File: config.mk
export PLATFORM = sky130hd
export DESIGN_NAME = gkv_cell
export DESIGN_NICKNAME = d
export VERILOG_FILES = /design/src/rtl/gaussian_kernel_type_vote_assert.svh /design/src/rtl/gkv_pkg.sv /design/src/rtl/gkv_cell.sv
export SDC_FILE = /design/constraint.sdc
export NUM_CORES = 1
export LEC_CHECK = 0
export BUFFER_PORTS_ARGS = -buffer_cell sky130_fd_sc_hd__clkbuf_2
export CORE_MARGIN = 1
export CORE_UTILIZATION = 43
export CTS_CLUSTER_SIZE = 10
export DETAILED_ROUTE_END_ITERATION = 8
export HOLD_SLACK_MARGIN = 0.06
export PLACE_DENSITY = 0.82
export SETUP_SLACK_MARGIN = 0.3
export SKIP_LAST_GASP = 1
export SYNTH_ARGS = -nofsm -noshare
export SYNTH_HDL_FRONTEND = slang
export SYNTH_SLANG_ARGS = --single-unit
File: constraint.sdc
create_clock -name clk -period 1.2 [get_ports clk]
set_input_delay 0 -clock clk [delete_from_list [all_inputs] [get_ports clk]]
set_output_delay 0 -clock clk [all_outputs]
set_load 0.01 [all_outputs]
File: src/rtl/gaussian_kernel_type_vote_assert.svh
// Assertion macros shared by the gaussian kernel type vote RTL.
// Depends on nothing; included by modules that check their own logic.
`ifndef GAUSSIAN_KERNEL_TYPE_VOTE_ASSERT_SVH
`define GAUSSIAN_KERNEL_TYPE_VOTE_ASSERT_SVH
`ifndef SYNTHESIS
`define GKV_ASSERT(label, clk, rst_n, prop, msg) \
    label: assert property (@(posedge clk) disable iff (!rst_n) prop) else $error(msg);
`define GKV_ASSERT_NEXT(label, clk, rst_n, pre, post, msg) \
    label: assert property (@(posedge clk) disable iff (!rst_n) (pre) |=> (post)) else $error(msg);
`else
`define GKV_ASSERT(label, clk, rst_n, prop, msg)
`define GKV_ASSERT_NEXT(label, clk, rst_n, pre, post, msg)
`endif
`endif

File: src/rtl/gkv_pkg.sv
// Package for the gaussian kernel type vote block: constants, types, kernel table.
// Depends on nothing.
package gkv_pkg;
    localparam int STORE_DEPTH_DEF = 64;
    localparam int NUM_TYPES_DEF = 4;
    localparam int KERNEL_TABLE_DEPTH_DEF = 256;
    localparam int FRAME_W = 32;
    localparam int POS_W = 16;
    localparam int TYPE_W = 2;
    localparam int KERN_W = 17;
    localparam int TOTAL_W = 40;
    localparam logic [63:0] DECAY_Q32 = 64'd4062864982;

    localparam logic [1:0] REG_KEEP = 2'd0;
    localparam logic [1:0] REG_BTYPE = 2'd1;
    localparam logic [1:0] REG_GAIN = 2'd2;

    typedef enum logic [1:0] {
        ST_IDLE,
        ST_PURGE,
        ST_SCAN,
        ST_FINISH
    } state_t;

    // Data handed from one cell to the next on a shift.
    typedef struct packed {
        logic              valid;
        logic [POS_W-1:0]  x;
        logic [POS_W-1:0]  y;
        logic [POS_W-1:0]  z;
        logic [TYPE_W-1:0] ptype;
        logic [FRAME_W-1:0] frame;
    } cell_data_t;

    // Kernel table entry i: round(65536 * e^(-i/18)), built as the model does.
    function automatic logic [KERN_W-1:0] kernel_entry(input int idx);
        logic [63:0]  acc;
        logic [127:0] prod;
        acc = 64'd1 << 32;
        for (int i = 0; i < idx; i++) begin
            prod = acc * DECAY_Q32;
            acc = prod[95:32];
        end
        return KERN_W'((acc + 64'd32768) >> 16);
    endfunction
endpackage

File: src/rtl/gkv_cell.sv
// One storage cell of the point chain: holds a point and shifts it on.
// Depends on gkv_pkg.
module gkv_cell (
    input  logic               clk,
    input  logic               rst_n,
    input  logic               shift,
    input  logic               drop,
    input  gkv_pkg::cell_data_t din,
    output gkv_pkg::cell_data_t dout
);
    import gkv_pkg::*;

    cell_data_t data_reg;
    logic       valid_reg;
    logic       valid_next;

    // Valid bit: follows the neighbor on a shift, cleared on a drop during a shift.
    always_comb
    begin
        valid_next = valid_reg;
        if (shift)
        begin
            valid_next = din.valid && !drop;
        end
    end

    always_ff @(posedge clk or negedge rst_n)
    begin
        if (!rst_n)
        begin
            valid_reg <= 1'b0;
        end
        else
        begin
            valid_reg <= valid_next;
        end
    end

    // Payload needs no reset.
    always_ff @(posedge clk)
    begin
        if (shift)
        begin
            data_reg <= din;
        end
    end

    always_comb
    begin
        dout = data_reg;
        dout.valid = valid_reg;
    end
endmodule

==> qor.csv <==
stage,metric,value,unit
synth,yosysTopAreaCellShare,98.1,%
final_layout,fin_nets,441,
synth,yosysSeqAreaShare,99.1,%
worst_setup_path,slowest_delay,0.44,ns
grt,grt_usage,29.3,%
final_layout,area_growth,81.6,%
drt,ant_nets,0,
cts,cts_max_path_buffers,2,
drt,post_drt_via_cell_ratio,4.69,
sta,tns,0,ns
placed_design,io_buffers,169,
floorplan,core,5570,sq um
final_layout,final_common_cell,clkbuf_2,
floorplan,die_w,78.4,microns
cts,post_cts_buffers,0,
synth,avgSynthCellArea,28.9,sq um
worst_setup_path,critPathBufInv,1,
drt,wl_per_cell,20.1,microns
cts,root_buffer,clkbuf_8,
sta,rsz0062_at_grt,true,
cts,numClockSinks,83,
synth,synth_xor_area_share,0,%
worst_setup_path,crit_required,1.20,ns
sta,fin_skew,0,ns
cts,cts_made_buffers,9,
drt,routed_wl,8660,microns
drt,post-route-drc-count,0,
flow_run,cap_viol_max_count,0,
synth,synth_area,2510,sq um
hold_path,hp-class,primary input to flip-flop,
synth,synth_fa_ha_area_share,0,%
sta,hold_violations,0,
pwr,vdd_drop_max,0.966,mV
floorplan,dieHeight,78.4,microns
sta,post-route-min-period,0.959,ns
drt,via_count,2021,
floorplan,start_util,45.1,%
synth,synth_cells,87,
synth,synth_simple_gate_area_share,0.299,%
sta,max_slew_margin,82.1,%
synth,yosysWarnings,0,
final_layout,drive_above_1_share,51.8,%
worst_setup_path,arrival,0.96,ns
worst_setup_path,criticalPathCategory,flip-flop to primary output,
synth,synthTopCellsByArea,"edfxtp_1 (98%), dfrtp_1 (1.0%), buf_4 (0.30%)",
synth,ys_ff_latch,83,
cts,cts_max_level,3,
cts,cts_tree,yes,
synth,synth_top_family_by_area,buffers and inverters,
worst_setup_path,crit_slowest_cell,edfxtp_1,
grt,grt_pass1_vias,2225,
floorplan,dieArea,6150,sq um
worst_setup_path,path_delay_family,flip-flops,
drt,drt_iter0_drc,80,
grt,antenna_found_initial,0,
worst_setup_path,critPathCaptureType,primary output,
drt,dr.pass1.iters,4,
pwr,power.leakage,2.01,nW
floorplan,rows,27,
final_layout,final_cell_mix,"clkbuf_2 (166), dlygate4sd3_1 (86), edfxtp_1 (82), clkbuf_8 (9)",
placed_design,place.gp.congestion,0.710,
synth,yosysUniqueCellTypes,6,
sta,setup_viol,0,
worst_setup_path,cp-start-kind,flip-flop,
final_layout,n_antenna_cell,0,
synth,synthMuxAreaShare,0,%
final_layout,largest_reg_flops,82,
synth,synth_area_leader_cell,edfxtp_1,
grt,gr-total-overflow,0,
floorplan,io-pin-count,170,
pwr,p_per_area,1440,nW/um^2
cts,clk_pin_slew,0.09,ns
cts,clk_latency,0.34,ns
sta,slew_viol_final,0,
pwr,finalPower,6.58,mW
grt,grt_pass1_wl,12200,microns
worst_setup_path,path_max_fanout,1,
sta,finalCritPeriodShare,79.9,%
synth,synth_compound_area_share,0.199,%
sta,tightest_slew,0.269,ns
worst_setup_path,crit_chain,clkbuf_2,
sta,max_freq,1040,MHz
status,outcome,finished clean,
synth,synthesis.nets,174,
grt,grt_max_degree,51,
==> Yosys cell counts, drive strengths merged <==
| master | n |
|---|---|
| nand3b | 1 |
| buf | 1 |
| dfrtp | 1 |
| edfxtp | 82 |
| o21ai | 1 |
| inv | 1 |
==> final cells by class <==
| type | instances | area (sq um) |
|---|---|---|
| fill | 271 | 1010 |
| inverter | 1 | 3.75 |
| clock inverter | 6 | 90.1 |
| tap | 72 | 90.1 |
| sequential | 83 | 2490 |
| timing repair buffer | 257 | 1750 |
| clock buffer | 10 | 128 |
| multi-input combinational | 2 | 12.5 |
==> worst reg2reg max path, delay by kind of cell (launching register included) <==
family,cells,cell delay (ns)
buf+inv,1,0.06
flops,1,0.39
compound gates,1,0.06
==> worst paths after layout <==
path / slack (ns) / cells after the start / start / to
hold / removal: 0.11 / 3 / shift / valid_reg
max in group asynchronous: 0.61 / 3 / rst_n / valid_reg
setup reg to reg: 0.59 / 2 / valid_reg / valid_reg
setup / recovery: 0.24 / 1 / dout[80] / dout[80]
min in group asynchronous: 0.49 / 3 / rst_n / valid_reg
hold reg to reg: 0.54 / 2 / valid_reg / valid_reg
==> metrics by stage <==
step / hold slack [ns] / worst slack, ns / cells / util (%) / area, sq um
after floorplan: -0.296 / 0.631 / 87 / - / 2510
after global placement: -0.224 / 0.500 / 329 / 62.5 / 3480
after detailed placement: -0.222 / 0.491 / 329 / 62.5 / 3480
after CTS: 0.0964 / 0.281 / 431 / 81.8 / 4560
after global routing: 0.102 / 0.223 / 431 / 81.8 / 4560
final: 0.112 / 0.241 / 431 / 81.8 / 4560
==> report_power, final <==
part / internal, mW / leakage (nW) / switching, mW
Clock: 1.18 / 0.106 / 1.06
Combinational: 0.435 / 1.09 / 0.384
Sequential: 3.44 / 0.816 / 0.0904
==> layer usage <==
layer	global-route usage [%]	up-vias	part of all wire (%)
li1	-	883	-
met1	30.7	960	33
met2	52.5	158	54
met3	10.1	20	9.8
met4	14.1	0	2.7
met5	0	-	0
==> cells by family after synthesis <==
logic type | count (synthesis)
flops | 83
simple gates | 1
buf+inv | 2
compound gates | 1
==> what timing repair did <==
action / 4_1_cts / 5_1_grt
hold buffers: 86 / 0
endpoints found under the setup margin: 3 / 51
pin swaps: 0 / 0
endpoints found under the hold margin: 84 / 0
resized for setup: 0 / 2
Power figures use the tool's default switching activity.
